$ cat src/hw/rtl/sfcd_pkg.sv
`timescale 1ns / 1ps

package sfcd_pkg;

  localparam int QueueDepth = 4;
  localparam int QueueAw    = $clog2(QueueDepth);

  // register indexes on the write port
  localparam logic [1:0] REG_CRC_POLY  = 2'd0;
  localparam logic [1:0] REG_CRC_INIT  = 2'd1;
  localparam logic [1:0] REG_WORDS     = 2'd2;

  // byte positions inside a frame
  localparam logic [2:0] POS_W0_HI  = 3'd0;
  localparam logic [2:0] POS_W0_LO  = 3'd1;
  localparam logic [2:0] POS_W0_CRC = 3'd2;
  localparam logic [2:0] POS_W1_HI  = 3'd3;
  localparam logic [2:0] POS_W1_LO  = 3'd4;
  localparam logic [2:0] POS_W1_CRC = 3'd5;

  // conversion constants, hundredths
  localparam logic [14:0] TEMP_SCALE  = 15'd17500;
  localparam logic [13:0] HUMID_SCALE = 14'd10000;
  localparam logic [14:0] TEMP_OFFSET = 15'd4500;

  typedef struct packed {
    logic [7:0] crc_poly;
    logic [7:0] crc_init;
    logic       one_word;
  } cfg_t;

  typedef struct packed {
    logic [15:0] first_word;
    logic [15:0] second_word;
    logic [1:0]  status;
  } frame_rec_t;

  // msb-first crc-8 over one byte
  function automatic logic [7:0] crc8_byte(input logic [7:0] crc, input logic [7:0] data,
                                           input logic [7:0] poly);
    logic [7:0] c;
    c = crc ^ data;
    for (int i = 0; i < 8; i++) begin
      if (c[7]) c = {c[6:0], 1'b0} ^ poly;
      else      c = {c[6:0], 1'b0};
    end
    return c;
  endfunction

endpackage

$ cat src/hw/rtl/sfcd_front.sv
`timescale 1ns / 1ps

module sfcd_front (
  input  logic                clk,
  input  logic                rst,
  input  sfcd_pkg::cfg_t      cfg,
  input  logic                in_valid,
  output logic                in_ready,
  input  logic [7:0]          rx_byte,
  input  logic                frame_start,
  input  logic                push_ready,
  output logic                push_valid,
  output sfcd_pkg::frame_rec_t push_rec
);
  import sfcd_pkg::*;

  logic [2:0]  pos, pos_next, eff_pos;
  logic [7:0]  crc, crc_next;
  logic [15:0] word_a, word_a_next;
  logic [15:0] word_b, word_b_next;
  logic [1:0]  flags, flags_next;
  logic        take;

  assign in_ready = push_ready;
  assign take     = in_valid && in_ready;
  assign eff_pos  = frame_start ? POS_W0_HI : pos;

  always_comb begin
    pos_next    = eff_pos + 3'd1;
    crc_next    = crc;
    word_a_next = word_a;
    word_b_next = word_b;
    flags_next  = flags;
    push_valid  = 1'b0;
    push_rec    = '0;
    unique case (eff_pos)
      POS_W0_HI: begin
        crc_next    = crc8_byte(cfg.crc_init, rx_byte, cfg.crc_poly);
        word_a_next = {rx_byte, 8'h00};
        word_b_next = '0;
        flags_next  = '0;
      end
      POS_W0_LO: begin
        crc_next    = crc8_byte(crc, rx_byte, cfg.crc_poly);
        word_a_next = {word_a[15:8], rx_byte};
      end
      POS_W0_CRC: begin
        flags_next[0] = flags[0] | (crc != rx_byte);
        if (cfg.one_word) begin
          push_valid = take;
          push_rec   = '{first_word: word_a, second_word: 16'h0000,
                         status: {1'b0, flags_next[0]}};
          pos_next   = POS_W0_HI;
        end
      end
      POS_W1_HI: begin
        crc_next    = crc8_byte(cfg.crc_init, rx_byte, cfg.crc_poly);
        word_b_next = {rx_byte, 8'h00};
      end
      POS_W1_LO: begin
        crc_next    = crc8_byte(crc, rx_byte, cfg.crc_poly);
        word_b_next = {word_b[15:8], rx_byte};
      end
      POS_W1_CRC: begin
        flags_next[1] = flags[1] | (crc != rx_byte);
        push_valid = take;
        push_rec   = '{first_word: word_a, second_word: word_b, status: flags_next};
        pos_next   = POS_W0_HI;
      end
      default: begin
        pos_next = POS_W0_HI;
      end
    endcase
  end

  always_ff @(posedge clk) begin
    if (rst) begin
      pos <= POS_W0_HI;
    end else if (take) begin
      pos <= pos_next;
    end
  end

  always_ff @(posedge clk) begin
    if (take) begin
      crc    <= crc_next;
      word_a <= word_a_next;
      word_b <= word_b_next;
      flags  <= flags_next;
    end
  end

endmodule

$ cat src/hw/rtl/sfcd_queue.sv
`timescale 1ns / 1ps

module sfcd_queue (
  input  logic                 clk,
  input  logic                 rst,
  input  logic                 push_valid,
  output logic                 push_ready,
  input  sfcd_pkg::frame_rec_t push_rec,
  output logic                 pop_valid,
  input  logic                 pop_ready,
  output sfcd_pkg::frame_rec_t pop_rec
);
  import sfcd_pkg::*;

  frame_rec_t           mem [QueueDepth];
  logic [QueueAw-1:0]   wr_ptr, rd_ptr;
  logic [QueueAw:0]     count;
  logic                 do_push, do_pop;

  assign push_ready = (count != (QueueAw+1)'(QueueDepth));
  assign pop_valid  = (count != '0);
  assign do_push    = push_valid && push_ready;
  assign do_pop     = pop_valid && pop_ready;
  assign pop_rec    = mem[rd_ptr];

  always_ff @(posedge clk) begin
    if (do_push) mem[wr_ptr] <= push_rec;
  end

  always_ff @(posedge clk) begin
    if (rst) begin
      wr_ptr <= '0;
      rd_ptr <= '0;
      count  <= '0;
    end else begin
      if (do_push) wr_ptr <= wr_ptr + QueueAw'(1);
      if (do_pop)  rd_ptr <= rd_ptr + QueueAw'(1);
      if (do_push && !do_pop)      count <= count + (QueueAw+1)'(1);
      else if (do_pop && !do_push) count <= count - (QueueAw+1)'(1);
    end
  end

endmodule

$ cat src/hw/rtl/sfcd_back.sv
`timescale 1ns / 1ps

module sfcd_back (
  input  logic                 clk,
  input  logic                 rst,
  input  logic                 pop_valid,
  output logic                 pop_ready,
  input  sfcd_pkg::frame_rec_t pop_rec,
  output logic                 out_valid,
  input  logic                 out_ready,
  output logic [15:0]          first_word,
  output logic [15:0]          second_word,
  output logic signed [14:0]   temp_centi_deg,
  output logic [13:0]          humid_centi_pct,
  output logic [1:0]           frame_status
);
  import sfcd_pkg::*;

  logic        s1_valid, s1_load, s2_load;
  frame_rec_t  s1_rec;
  logic [30:0] s1_prod_t;
  logic [29:0] s1_prod_h;

  assign s2_load   = !out_valid || out_ready;
  assign s1_load   = !s1_valid || s2_load;
  assign pop_ready = s1_load;

  // stage one: constant multiplies
  always_ff @(posedge clk) begin
    if (rst) begin
      s1_valid <= 1'b0;
    end else if (s1_load) begin
      s1_valid <= pop_valid;
    end
  end

  always_ff @(posedge clk) begin
    if (s1_load && pop_valid) begin
      s1_rec    <= pop_rec;
      s1_prod_t <= 31'(TEMP_SCALE) * 31'(pop_rec.first_word);
      s1_prod_h <= 30'(HUMID_SCALE) * 30'(pop_rec.second_word);
    end
  end

  // stage two: scale down, offset, output register
  always_ff @(posedge clk) begin
    if (rst) begin
      out_valid <= 1'b0;
    end else if (s2_load) begin
      out_valid <= s1_valid;
    end
  end

  always_ff @(posedge clk) begin
    if (s2_load && s1_valid) begin
      first_word      <= s1_rec.first_word;
      second_word     <= s1_rec.second_word;
      temp_centi_deg  <= $signed(s1_prod_t[30:16] - TEMP_OFFSET);
      humid_centi_pct <= s1_prod_h[29:16];
      frame_status    <= s1_rec.status;
    end
  end

endmodule

$ cat src/hw/rtl/sensor_frame_crc_decoder_unit.sv
`timescale 1ns / 1ps

// sensor frame decoder with crc-8 check
// input stream: one received byte per request on s_axis, tuser marks the first
// byte of a new frame. each 16-bit word arrives high byte, low byte, crc byte;
// a frame is one word or two words (temperature then humidity).
// output stream: one request per completed frame on m_axis carrying both raw
// words, converted temperature and humidity in hundredths, and crc status.
// throughput: one byte per cycle while the frame queue is not full; the crc
// update is eight unrolled steps. a finished frame passes through the queue,
// the stage-one register (constant multiplies) and the output register.
// a 4-deep frame queue sits between the byte decoder and the conversion
// pipeline; the input stalls only when that queue is full, which takes a
// receiver stall of several frames. bytes are still taken while a result
// waits on m_axis.
// reset: crc polynomial 0x31, initial value 0xff, two words per frame,
// queue and pipeline empty, frame position at the first byte.
// cfg writes take effect at once; write only while no frame is in flight.

module sensor_frame_crc_decoder_unit (
  input  logic        clk,
  input  logic        rst,
  input  logic        cfg_we,
  input  logic [1:0]  cfg_index,
  input  logic [7:0]  cfg_data,
  input  logic        s_axis_tvalid,
  output logic        s_axis_tready,
  input  logic [7:0]  s_axis_tdata,  // [7:0] rx_byte
  input  logic        s_axis_tuser,  // [0] frame_start
  output logic        m_axis_tvalid,
  input  logic        m_axis_tready,
  // [15:0] first_word, [31:16] second_word, [46:32] temp_centi_deg,
  // [60:47] humid_centi_pct, [62:61] frame_status, [63] zero
  output logic [63:0] m_axis_tdata
);
  import sfcd_pkg::*;

  logic [7:0] crc_poly, crc_init;
  logic [1:0] words_cfg;
  cfg_t       cfg;

  logic        push_valid, push_ready, pop_valid, pop_ready;
  frame_rec_t  push_rec, pop_rec;

  logic [15:0]        first_word, second_word;
  logic signed [14:0] temp_centi_deg;
  logic [13:0]        humid_centi_pct;
  logic [1:0]         frame_status;

  always_ff @(posedge clk) begin
    if (rst) begin
      crc_poly  <= 8'h31;
      crc_init  <= 8'hff;
      words_cfg <= 2'd2;
    end else if (cfg_we) begin
      unique case (cfg_index)
        REG_CRC_POLY: crc_poly  <= cfg_data;
        REG_CRC_INIT: crc_init  <= cfg_data;
        REG_WORDS:    words_cfg <= cfg_data[1:0];
        default: ;
      endcase
    end
  end

  // 0 and 3 behave as two words
  assign cfg = '{crc_poly: crc_poly, crc_init: crc_init, one_word: (words_cfg == 2'd1)};

  sfcd_front u_front (
    .clk         (clk),
    .rst         (rst),
    .cfg         (cfg),
    .in_valid    (s_axis_tvalid),
    .in_ready    (s_axis_tready),
    .rx_byte     (s_axis_tdata),
    .frame_start (s_axis_tuser),
    .push_ready  (push_ready),
    .push_valid  (push_valid),
    .push_rec    (push_rec)
  );

  sfcd_queue u_queue (
    .clk        (clk),
    .rst        (rst),
    .push_valid (push_valid),
    .push_ready (push_ready),
    .push_rec   (push_rec),
    .pop_valid  (pop_valid),
    .pop_ready  (pop_ready),
    .pop_rec    (pop_rec)
  );

  sfcd_back u_back (
    .clk             (clk),
    .rst             (rst),
    .pop_valid       (pop_valid),
    .pop_ready       (pop_ready),
    .pop_rec         (pop_rec),
    .out_valid       (m_axis_tvalid),
    .out_ready       (m_axis_tready),
    .first_word      (first_word),
    .second_word     (second_word),
    .temp_centi_deg  (temp_centi_deg),
    .humid_centi_pct (humid_centi_pct),
    .frame_status    (frame_status)
  );

  assign m_axis_tdata = {1'b0, frame_status, humid_centi_pct, temp_centi_deg,
                         second_word, first_word};

endmodule
$ cat config.mk
export PLATFORM = sky130hd
export DESIGN_NAME = sensor_frame_crc_decoder_unit
export DESIGN_NICKNAME = d
export VERILOG_FILES = /design/src/hw/rtl/sfcd_pkg.sv /design/src/hw/rtl/sfcd_front.sv /design/src/hw/rtl/sfcd_queue.sv /design/src/hw/rtl/sfcd_back.sv /design/src/hw/rtl/sensor_frame_crc_decoder_unit.sv
export SDC_FILE = /design/constraint.sdc
export NUM_CORES = 1
export LEC_CHECK = 0
export ABC_AREA = 1
export BUFFER_PORTS_ARGS = -buffer_cell sky130_fd_sc_hd__buf_2
export CORE_MARGIN = 5
export CORE_UTILIZATION = 65
export DETAILED_ROUTE_END_ITERATION = 8
export PLACE_DENSITY = 0.81
export SETUP_SLACK_MARGIN = 0.2
export SLEW_MARGIN = 25
export SYNTH_ARGS = -nofsm -noshare
export SYNTH_HDL_FRONTEND = slang
export SYNTH_SLANG_ARGS = --single-unit
$ cat constraint.sdc
create_clock -name clk -period 10.7 [get_ports clk]
set_input_delay 1.07 -clock clk [delete_from_list [all_inputs] [get_ports clk]]
set_output_delay 1.07 -clock clk [all_outputs]
set_load 0.01 [all_outputs]
==> results of run 1 <==
[cell usage after synthesis (4+ instances only)]
library cell,number
nor2_1,142
nand4_1,10
buf_4,5
inv_1,366
ha_1,174
nand2_4,8
dfxtp_1,32
o21bai_1,6
xor2_1,41
clkbuf_1,30
buf_6,6
xnor2_1,37
a31oi_1,4
fa_1,79
nor2_2,4
o21ai_0,82
nand2_2,18
nand2_1,409
clkinv_1,6
nand3_1,135
a32oi_1,14
buf_1,9
edfxtp_1,304
buf_2,9
nor3_1,7
o211ai_1,11
inv_2,5
a21oi_1,78
nand3_2,8
o22ai_1,20
[path summary, 6_finish.rpt]
check	startpoint	to	slack, ps	depth (start not counted)
max	flop	u_back.s1_prod_t[27]	3200	25
min	u_back.s1_rec[0]	u_back.frame_status[0]	410	0
max reg2reg	flop	u_back.s1_prod_t[27]	3200	25
min reg2reg	u_back.s1_rec[0]	u_back.frame_status[0]	410	0
[per-layer routing]
layer | share of wire | vias up | GRT usage
li1 | - | 6989 | -
met1 | 0.42 | 6856 | 0.301
met2 | 0.50 | 440 | 0.417
met3 | 0.058 | 60 | 0.0305
met4 | 0.021 | 0 | 0.0638
met5 | 0 | - | 0
[critical path, delay by kind of cell, from the launching register on]
kind	cells	cell delay (ps)
AO/OA/AOI/OAI	8	2190
XOR/XNOR	1	180
flip-flops	1	310
adder cells (fa/ha/maj)	6	2500
AND/OR/NAND/NOR	5	400
buffers and inverters	5	1610
[final cells by class]
type                       count  area [sq um]  area share
multi-input combinational   1308          9060       0.405
inverter                     377          1420      0.0632
sequential                   336          9770       0.437
clock buffer                  42           902      0.0403
tap                          402           503      0.0225
timing repair buffer         104           561      0.0250
clock inverter                17           174     0.00777
[flip-flops by register name, indices dropped and copies added (netlist names), 14 cells and up, named ones only]
signal,cells
u_front.word_a,16
u_back.s1_rec,34
u_back.temp_centi_deg,15
u_back.s1_prod_t,15
u_front.word_b,16
u_back.second_word,16
u_back.s1_prod_h,14
u_queue.mem,136
u_back.humid_centi_pct,14
u_back.first_word,16
[per-stage QoR]
| step | utilization | cells | worst slack (ps) |
|---|---|---|---|
| 2_1_floorplan | - | 2080 | 4740 |
| 3_3_place_gp | 0.680 | 2527 | 3540 |
| 3_5_place_dp | 0.680 | 2527 | 3290 |
| 4_1_cts | 0.714 | 2586 | 3240 |
| 5_1_grt | 0.715 | 2586 | 2690 |
| 6_report | 0.715 | 2586 | 3200 |
[logic make-up (layout without fill, tap and decap cells)]
logic type               count (synthesis)  in the layout  synth area share
adder cells (fa/ha/maj)                253            253             0.183
buffers and inverters                  436            540            0.0835
AND/OR/NAND/NOR                        749            749             0.158
AO/OA/AOI/OAI                          224            224            0.0620
flip-flops                             336            336             0.477
XOR/XNOR                                81             81            0.0357
other                                    1              1          0.000183
[placed cells by master (no fill, tap or decap), types with 2 or more instances in the layout]
cell type / instances
a32oi_1: 14
xnor2_1: 37
nand2_1: 409
a31oi_1: 4
fa_1: 79
clkinv_2: 6
edfxtp_1: 304
nand3_4: 2
nand2_2: 18
nand3_1: 135
nand3_2: 8
bufinv_16: 3
inv_2: 6
buf_4: 16
o21bai_1: 6
nor3_1: 5
nor2_1: 138
nor2_2: 8
clkinv_1: 9
buf_2: 88
inv_6: 3
nor3_2: 2
nor4_1: 2
nand4_1: 10
o211ai_1: 11
a21oi_1: 77
inv_1: 365
clkbuf_1: 7
o22ai_2: 2
xnor2_2: 2
dfxtp_2: 2
ha_1: 174
xor2_1: 41
o22ai_1: 18
clkbuf_16: 35
o21ai_0: 82
dfxtp_1: 30
nand2_4: 8
==> qor.tcl, run 1 <==
set qor(worstSetupStartpointType) {flop}
set qor(relSlewSlack) 0.296
set qor(worst_slew_pin_slew_ps) 1050
set qor(post_synth_num_cell_types) 48
set qor(cts.path.max_buffers) 3
set qor(clock.fmax_mhz) 133
set qor(die_width_microns) 188
set qor(synth_cells) 2080
set qor(synthArstFlopShare) 0
set qor(antenna_violations_before_repair) 0
set qor(clock-sinks) 336
set qor(drv_cap) 0
set qor(holdBufCountCts) 0
set qor(cts_made_buffers) 35
set qor(post_cts_resized) 0
set qor(critical_path_peak_fanout) 71
set qor(gp_congestion) 0.884
set qor(post_dp_cell_area_sq_um) 21300
set qor(routed_wire_length_per_instance_microns) 15.6
set qor(synth.yosys.seq_area_share) 0.477
set qor(timing.final.hold_violations) 0
set qor(fp.coreArea_sq_um) 31300
set qor(detail_route.drc_violations) 0
set qor(grt-ovfl-total) 0
set qor(floorplan.die.height_microns) 188
set qor(critical_path_arrival_ps) 7740
set qor(share_of_layout_cells_above_drive_strength_1) 0.0989
set qor(grt_first_pass_wirelength_mm) 68.5
set qor(dr_vias) 14345
set qor(critPathMostFrequentCell) {nor2_1}
set qor(synth.top_cell.area_share) 0.445
set qor(cell_area_after_layout_sq_um) 22400
set qor(design.die.area_sq_um) 35200
set qor(final.period_utilization) 0.701
set qor(setup.worst_path.end_class) {flop}
set qor(ys_warn_count) 0
set qor(synth-main-ff-cell) {edfxtp_1}
set qor(max_stage_delay_ps) 690
set qor(fin_setup_tns_ps) 0
set qor(cells_taking_the_most_area_after_synthesis) {edfxtp_1 (45%), ha_1 (11%), fa_1 (7.7%), nand2_1 (7.5%), inv_1 (6.7%)}
set qor(starting_utilization_of_the_core_area) 0.655
set qor(grt_max_degree) 72
set qor(insertion_delay_ps) 510
set qor(num_antenna_cells) 0
set qor(post_synth_edffs) 304
set qor(num_rows) 65
set qor(ctsHtreeMaxLevel) 2
set qor(final_net_count) 2439
set qor(cts_tree) {yes}
set qor(nFillCells) 2122
set qor(setup_viol) 0
set qor(worst-setup-path-type) {reg2reg}
set qor(num_io_pins) 90
set qor(skew_ps) 12.6
set qor(slew_violations) 0
set qor(post_cts.repair.setup_buffers) 0
set qor(number_of_buffers_added_on_ports) 88
set qor(vias_in_the_first_global_route) 14385
set qor(postSynthNetCount) 2357
set qor(critical-path-slowest-cell) {inv_1}
set qor(hold_path_class) {reg2reg}
set qor(detailedRoute.firstIterationViolations) 1071
set qor(clock_tree.root_cell) {clkbuf_16}
set qor(place.detailed.hpwl_mm) 28.8
set qor(detailed_routing_iteration_count_for_the_pre_antenna_repair_pass) 5
set qor(routed_wirelength_mm) 40.4
set qor(post_synthesis_cell_area_sq_um) 20500
set qor(synthesis_stage_register_bit_count) 336
set qor(worst_setup_hold_path_clk_slew_ps) 60
set qor(detail_route.vias_per_cell) 5.55
set qor(layout-area-overhead-vs-synth_pct) 9.22
set qor(route.antenna.remaining_nets) 0
set qor(mean_area_per_synthesized_cell_sq_um) 9.85
set qor(grt_use_total) 0.233
set qor(grt_setup_unrepaired) {no}
set qor(synthDominantAreaCellType) {edfxtp_1}
set qor(worst-endpoint-required_ps) 10940
set qor(outcome) {complete, no violations}
set qor(holdWs_ps) 414
set qor(period_needed_ps) 7500
Power of run 1 is not shown: default switching activity piles up to over one toggle a cycle in this logic, so the estimate is an artifact.
==> run 2: changes to the inputs <==
--- a/config.mk
+++ b/config.mk
@@ -5,12 +5,12 @@
 export SDC_FILE = /design/constraint.sdc
 export NUM_CORES = 1
 export LEC_CHECK = 0
-export ABC_AREA = 1
+export ABC_AREA = 0
 export BUFFER_PORTS_ARGS = -buffer_cell sky130_fd_sc_hd__buf_2
 export CORE_MARGIN = 5
-export CORE_UTILIZATION = 65
+export CORE_UTILIZATION = 57
 export DETAILED_ROUTE_END_ITERATION = 8
-export PLACE_DENSITY = 0.81
+export PLACE_DENSITY = 0.76
 export SETUP_SLACK_MARGIN = 0.2
 export SLEW_MARGIN = 25
 export SYNTH_ARGS = -nofsm -noshare
==> constraint.sdc (replaced) <==
create_clock -name clk -period 6.4 [get_ports clk]
set_input_delay 0.64 -clock clk [delete_from_list [all_inputs] [get_ports clk]]
set_output_delay 0.64 -clock clk [all_outputs]
set_load 0.01 [all_outputs]
==> qor.tcl, run 2 <==
set qor(outcome) {complete, no violations} ;# unchanged
set qor(finish.utilization) 0.651 ;# was 0.715
set qor(clock.fmax_mhz) 167 ;# was 133 MHz
set qor(skew_ps) 14.5 ;# was 12.6 ps
set qor(worstHoldEndpoint) {crc_poly[4]} ;# was u_back.frame_status[0]
set qor(worstHoldStart) {cfg_data[4]} ;# was u_back.s1_rec[0]
set qor(share_of_layout_cells_above_drive_strength_1) 0.153 ;# was 0.0989
set qor(starting_utilization_of_the_core_area) 0.578 ;# was 0.655
set qor(ff2ff_setup_slack_ps) 410 ;# was 3200 ps
set qor(slew_violations) 0 ;# unchanged
set qor(routed_wirelength_mm) 38.8 ;# was 40.4 mm
set qor(reg2regPathDepth) 20 ;# was 25
set qor(insertion_delay_ps) 520 ;# was 510 ps
set qor(grt-ovfl-total) 0 ;# unchanged
set qor(holdBufCountCts) 0 ;# unchanged
set qor(dpl.cell_count) 2090 ;# was 2527
set qor(detail_route.vias_per_cell) 5.53 ;# was 5.55
set qor(cts_made_buffers) 36 ;# was 35
set qor(num_antenna_cells) 0 ;# unchanged
set qor(leading_cell_type_in_the_layout_fill_and_taps_excluded) {edfxtp_1} ;# was nand2_1
set qor(ctsHtreeMaxLevel) 2 ;# unchanged
set qor(num_io_pins) 90 ;# unchanged
set qor(final.period_utilization) 0.935 ;# was 0.701
set qor(worst_slew_pin_slew_ps) 907 ;# was 1050 ps
set qor(critical_path_peak_fanout) 15 ;# was 71
set qor(cells_taking_the_most_area_after_synthesis) {edfxtp_1 (46%), ha_1 (11%), fa_1 (7.9%), xnor2_1 (4.1%), mux4_2 (3.8%)} ;# was edfxtp_1 (45%), ha_1 (11%), fa_1 (7.7%), nand2_1 (7.5%), inv_1 (6.7%)
set qor(postSynthNetCount) 1844 ;# was 2357
set qor(period_needed_ps) 5990 ;# was 7500 ps
set qor(synthArstFlopShare) 0 ;# unchanged
set qor(fin_setup_tns_ps) 0 ;# unchanged
set qor(highest_routed_metal_layer) {met5} ;# was met4
set qor(post_synthesis_cell_area_sq_um) 20000 ;# was 20500 sq um
set qor(ys_warn_count) 0 ;# unchanged
set qor(largest_register_ff_count) 136 ;# unchanged
set qor(setup_viol) 0 ;# unchanged
set qor(largest_register) {u_queue.mem} ;# unchanged
set qor(antenna_violations_before_repair) 1 ;# was 0
set qor(grt_use_total) 0.198 ;# was 0.233
set qor(vias_in_the_first_global_route) 12346 ;# was 14385
set qor(synth_most_common_cell) {edfxtp_1} ;# was nand2_1
set qor(largest_registers) {u_queue.mem x136, u_back.s1_rec x34} ;# unchanged
set qor(cts_tree) {yes} ;# unchanged
set qor(synth.top_cell.area_share) 0.457 ;# was 0.445
set qor(layout.cells.most_common_list) {edfxtp_1 (304), inv_1 (179), ha_1 (174), nand2_1 (111), xnor2_1 (94)} ;# was nand2_1 (409), inv_1 (365), edfxtp_1 (304), ha_1 (174), nor2_1 (138)
set qor(grt_setup_unrepaired) {no} ;# unchanged
set qor(clock-sinks) 336 ;# unchanged
set qor(hold_path_class) {in2reg} ;# was reg2reg
set qor(clock_tree.root_cell) {clkbuf_16} ;# unchanged
set qor(synthDominantAreaCellType) {edfxtp_1} ;# unchanged
set qor(preCtsSetupSlack_ps) 113 ;# was 3290 ps
set qor(design.die.area_sq_um) 38900 ;# was 35200 sq um
set qor(met2RoutedLength_mm) 19.7 ;# was 20.3 mm
set qor(post_synth_num_cell_types) 80 ;# was 48
set qor(mean_area_per_synthesized_cell_sq_um) 12.7 ;# was 9.85 sq um
set qor(grt_first_pass_wirelength_mm) 62.4 ;# was 68.5 mm
set qor(gp_congestion) 0.876 ;# was 0.884
set qor(r2r_end) {u_back.s1_prod_t[30]} ;# was u_back.s1_prod_t[27]
set qor(detailedRoute.firstIterationViolations) 612 ;# was 1071
set qor(grt_max_degree) 66 ;# was 72
set qor(wl_met3_mm) 1.93 ;# was 2.35 mm
set qor(detailed_routing_iteration_count_for_the_pre_antenna_repair_pass) 6 ;# was 5
set qor(drv_cap) 0 ;# unchanged
set qor(wl_met1_mm) 16.4 ;# was 17.0 mm
set qor(synth-main-ff-cell) {edfxtp_1} ;# unchanged
set qor(critical_path_arrival_ps) 6240 ;# was 7740 ps
set qor(relSlewSlack) 0.395 ;# was 0.296
set qor(detail_route.drc_violations) 0 ;# unchanged
set qor(post_synth_edffs) 304 ;# unchanged
set qor(place.detailed.hpwl_mm) 26.9 ;# was 28.8 mm
set qor(synth_cells) 1567 ;# was 2080
set qor(synth_top_cells_by_count) {edfxtp_1 (304), inv_1 (179), ha_1 (174), nand2_1 (111), xnor2_1 (94)} ;# was nand2_1 (409), inv_1 (366), edfxtp_1 (304), ha_1 (174), nor2_1 (142)
set qor(final_net_count) 1973 ;# was 2439
set qor(layout-area-overhead-vs-synth_pct) 12.7 ;# was 9.22%
set qor(min_delay_path_depth) 2 ;# was 0
set qor(fp.coreArea_sq_um) 34500 ;# was 31300 sq um
set qor(worst_setup_hold_path_clk_slew_ps) 60 ;# about the same
set qor(worst-setup-path-type) {reg2reg} ;# unchanged
set qor(synth.yosys.seq_area_share) 0.489 ;# was 0.477
set qor(setup.worst_path.end_class) {flop} ;# unchanged
set qor(worstSetupStartpointType) {flop} ;# unchanged
set qor(worst-endpoint-required_ps) 6660 ;# was 10940 ps
set qor(floorplan.die.height_microns) 197 ;# was 188 microns
set qor(die_width_microns) 197 ;# was 188 microns
set qor(number_of_buffers_added_on_ports) 88 ;# unchanged
set qor(routed_wire_length_per_instance_microns) 17.8 ;# was 15.6 microns
set qor(timing.final.ws_setup_ps) 415 ;# was 3200 ps
set qor(cts.path.max_buffers) 3 ;# unchanged
set qor(dr_vias) 12045 ;# was 14345
set qor(num_rows) 68 ;# was 65
set qor(final-instance-count-excl-fill) 2178 ;# was 2586
set qor(synthesis_stage_register_bit_count) 336 ;# unchanged
set qor(timing.final.hold_violations) 0 ;# unchanged
set qor(route.antenna.remaining_nets) 0 ;# unchanged
==> run 2: routing by layer <==
layer  global-route usage  up-vias
li1                     -     5794
met1                0.254     5898
met2                0.354      293
met3               0.0293       58
met4               0.0562        2
met5                    0        -
==> run 2: area by class of cell <==
| type | count | area [sq um] |
|---|---|---|
| clock inverter | 18 | 250 |
| fill | 2543 | 12000 |
| multi-input combinational | 1002 | 9380 |
| timing repair buffer | 139 | 848 |
| inverter | 181 | 679 |
| tap | 455 | 569 |
| sequential | 336 | 9770 |
| clock buffer | 47 | 995 |
==> run 2: per-stage QoR <==
step	instance area [sq um]	hold WS, ps
2_1_floorplan	20000	400
3_3_place_gp	21000	401
3_5_place_dp	21000	405
4_1_cts	22300	316
5_1_grt	22500	335
6_report	22500	336
==> run 2: cells by family after synthesis <==
| logic type | Yosys count | share of synthesized area |
|---|---|---|
| xor+xnor | 145 | 0.0735 |
| simple gates | 370 | 0.0909 |
| fa+ha+maj | 253 | 0.188 |
| other cells | 1 | 0.000188 |
| compound gates | 164 | 0.0570 |
| mux | 69 | 0.0570 |
| buf+inv | 229 | 0.0437 |
| flops | 336 | 0.489 |
==> run 2: timing repair <==
| action | in CTS | in global routing |
|---|---|---|
| endpoints found under the setup margin | 4 | 11 |
| gates resized for setup | 3 | 6 |
| hold endpoints to repair | 0 | 0 |
| pin swaps | 0 | 3 |
| setup buffers | 0 | 23 |
==> run 2: worst max-delay path by stage <==
stage	from	endpoint	slack, ps	depth (start not counted)
finish	flop	u_back.s1_prod_t[30]	410	20
CTS	flop	u_back.s1_prod_t[30]	180	21
floorplan	flop	u_back.s1_prod_h[29]	300	23
detailed placement	flop	u_back.s1_prod_t[30]	110	19
global route	flop	u_back.s1_prod_h[29]	140	22
global placement	flop	u_back.s1_prod_h[29]	270	18
==> run 2: worst max-delay path: stages (launching register included) <==
cell	delay (ps)
dfxtp_4	420
buf_12	170
buf_4	120
mux4_2	570
ha_1	350
fa_1	480
ha_1	320
ha_1	300
fa_1	500
ha_1	300
a31oi_1	120
o21ai_0	120
a21o_1	220
a21o_1	190
a211o_1	340
a31oi_4	210
a21oi_1	170
a32oi_2	320
a211oi_1	170
o21ai_1	250
nand2b_1	90
Power of run 2 is left out for the same reason.
==> run 3: changes to the inputs <==
--- a/config.mk
+++ b/config.mk
@@ -5,11 +5,12 @@
 export SDC_FILE = /design/constraint.sdc
 export NUM_CORES = 1
 export LEC_CHECK = 0
-export ABC_AREA = 0
+export ABC_AREA = 1
 export BUFFER_PORTS_ARGS = -buffer_cell sky130_fd_sc_hd__buf_2
 export CORE_MARGIN = 5
 export CORE_UTILIZATION = 57
 export DETAILED_ROUTE_END_ITERATION = 8
+export GPL_ROUTABILITY_DRIVEN = 0
 export PLACE_DENSITY = 0.76
 export SETUP_SLACK_MARGIN = 0.2
 export SLEW_MARGIN = 25
==> qor.tcl, run 3 (synthesized netlist as in run 1, its figures left out) <==
set qor(outcome) {complete, no violations} ;# unchanged
set qor(ctsHtreeMaxLevel) 2 ;# unchanged
set qor(cts_made_buffers) 36 ;# unchanged
set qor(detail_route.vias_per_cell) 5.35 ;# was 5.53
set qor(place.detailed.hpwl_mm) 29.5 ;# was 26.9 mm
set qor(cts.path.max_buffers) 3 ;# unchanged
set qor(hold_path_class) {in2reg} ;# unchanged
set qor(register_area_sq_um) 9770 ;# about the same
set qor(largest_register_ff_count) 136 ;# unchanged
set qor(period_needed_ps) 5780 ;# was 5990 ps
set qor(worst-endpoint-required_ps) 6680 ;# was 6660 ps
set qor(worst-setup-path-type) {reg2reg} ;# unchanged
set qor(floorplan.die.height_microns) 200 ;# was 197 microns
set qor(clock.fmax_mhz) 173 ;# was 167 MHz
set qor(detail_route.drc_violations) 0 ;# unchanged
set qor(cts_tree) {yes} ;# unchanged
set qor(timing.final.hold_violations) 0 ;# unchanged
set qor(largest_register) {u_queue.mem} ;# unchanged
set qor(final-instance-count-excl-fill) 2683 ;# was 2178
set qor(detailedRoute.firstIterationViolations) 957 ;# was 612
set qor(dr_vias) 14365 ;# was 12045
set qor(critical-path-slowest-cell) {fa_1} ;# was mux4_2
set qor(worst_slew_pin_slew_ps) 1030 ;# was 907 ps
set qor(grt-ovfl-total) 0 ;# unchanged
set qor(relSlewSlack) 0.309 ;# was 0.395
set qor(clock-sinks) 336 ;# unchanged
set qor(worstSetupStartpointType) {flop} ;# unchanged
set qor(detailed_routing_iteration_count_for_the_pre_antenna_repair_pass) 6 ;# unchanged
set qor(num_io_pins) 90 ;# unchanged
set qor(critical_path_arrival_ps) 6060 ;# was 6240 ps
set qor(fp.coreArea_sq_um) 35600 ;# was 34500 sq um
set qor(routed_wire_length_per_instance_microns) 15.5 ;# was 17.8 microns
set qor(clock_tree.root_cell) {clkbuf_16} ;# unchanged
set qor(critical_path_peak_fanout) 16 ;# was 15
set qor(die_width_microns) 200 ;# was 197 microns
set qor(max_stage_delay_ps) 520 ;# was 570 ps
set qor(layout.cells.most_common_list) {nand2_1 (409), inv_1 (364), edfxtp_1 (304), ha_1 (174), nor2_1 (138)} ;# was edfxtp_1 (304), inv_1 (179), ha_1 (174), nand2_1 (111), xnor2_1 (94)
set qor(drv_cap) 0 ;# unchanged
set qor(fin_setup_tns_ps) 0 ;# unchanged
set qor(multiInputGateArea_sq_um) 9040 ;# was 9380 sq um
set qor(grt_max_degree) 68 ;# was 66
set qor(setup_viol) 0 ;# unchanged
set qor(route.antenna.remaining_nets) 0 ;# unchanged
set qor(grt_first_pass_wirelength_mm) 69.6 ;# was 62.4 mm
set qor(worst_setup_hold_path_clk_slew_ps) 60 ;# about the same
set qor(nFillCells) 2777 ;# was 2543
set qor(dpl.cell_count) 2615 ;# was 2090
set qor(antenna_violations_before_repair) 0 ;# was 1
set qor(leading_cell_type_in_the_layout_fill_and_taps_excluded) {nand2_1} ;# was edfxtp_1
set qor(number_of_buffers_added_on_ports) 88 ;# unchanged
set qor(grt_setup_unrepaired) {yes} ;# was no
set qor(vias_in_the_first_global_route) 14369 ;# was 12346
set qor(skew_ps) 17.1 ;# was 14.5 ps
set qor(layout-area-overhead-vs-synth_pct) 11.1 ;# was 12.7%
set qor(routed_wirelength_mm) 41.6 ;# was 38.8 mm
set qor(largest_registers) {u_queue.mem x136, u_back.s1_rec x34} ;# unchanged
set qor(design.die.area_sq_um) 39800 ;# was 38900 sq um
set qor(ff2ff_setup_slack_ps) 620 ;# was 410 ps
set qor(num_antenna_cells) 0 ;# unchanged
set qor(starting_utilization_of_the_core_area) 0.576 ;# was 0.578
set qor(grt_use_total) 0.214 ;# was 0.198
set qor(num_rows) 69 ;# was 68
set qor(timing.final.ws_setup_ps) 616 ;# was 415 ps
set qor(share_of_layout_cells_above_drive_strength_1) 0.114 ;# was 0.153
set qor(setup.worst_path.end_class) {flop} ;# unchanged
set qor(final_net_count) 2473 ;# was 1973
set qor(preCtsSetupSlack_ps) 560 ;# was 113 ps
set qor(insertion_delay_ps) 540 ;# was 520 ps
set qor(slew_violations) 0 ;# unchanged
set qor(final.period_utilization) 0.904 ;# was 0.935
## run 3: path summary, 6_finish.rpt
path,endpoint,start,cells after the start
worst max register to register,u_back.s1_prod_t[30],flop,29
worst max-delay path,u_back.s1_prod_t[30],flop,29
worst min register to register,u_back.humid_centi_pct[10],u_back.s1_prod_h[26],0
worst min-delay path,u_back.out_valid,rst,2
## run 3: routing by layer
metal	up-vias	GRT usage	wire, microns
met1	6806	0.277	17400
met2	412	0.373	20700
met4	0	0.0639	1070
li1	7053	-	-
met3	94	0.0376	2430
met5	-	0	0
## run 3: worst max-delay path, delay by kind of cell, from the launching register on
kind	cells	cell delay, ps
simple gates	13	1160
fa+ha+maj	6	2390
flops	1	360
compound gates	5	870
buf+inv	5	760
## run 3: per-stage QoR
step | hold slack, ps | area [sq um] | util
detailed placement | 405 | 21600 | 0.607
finish | 300 | 22800 | 0.640
global route | 282 | 22800 | 0.640
CTS | 270 | 22700 | 0.639
global placement | 401 | 21600 | 0.607
floorplan | 400 | 20500 | -
## run 3: area by class of cell
cell class	instances	area share
multi-input cells	1308	0.397
inverters	377	0.0623
repair buffers	137	0.0358
clock buffers	40	0.0411
clock inverters	24	0.00923
well taps	461	0.0253
flip-flops and latches	336	0.429
## run 3: what timing repair did
item	4_1_cts	5_1_grt
hold buffers	0	0
gates resized for setup	0	6
endpoints found under the setup margin	0	7
setup buffers	0	4
Power of run 3 is left out for the same reason.
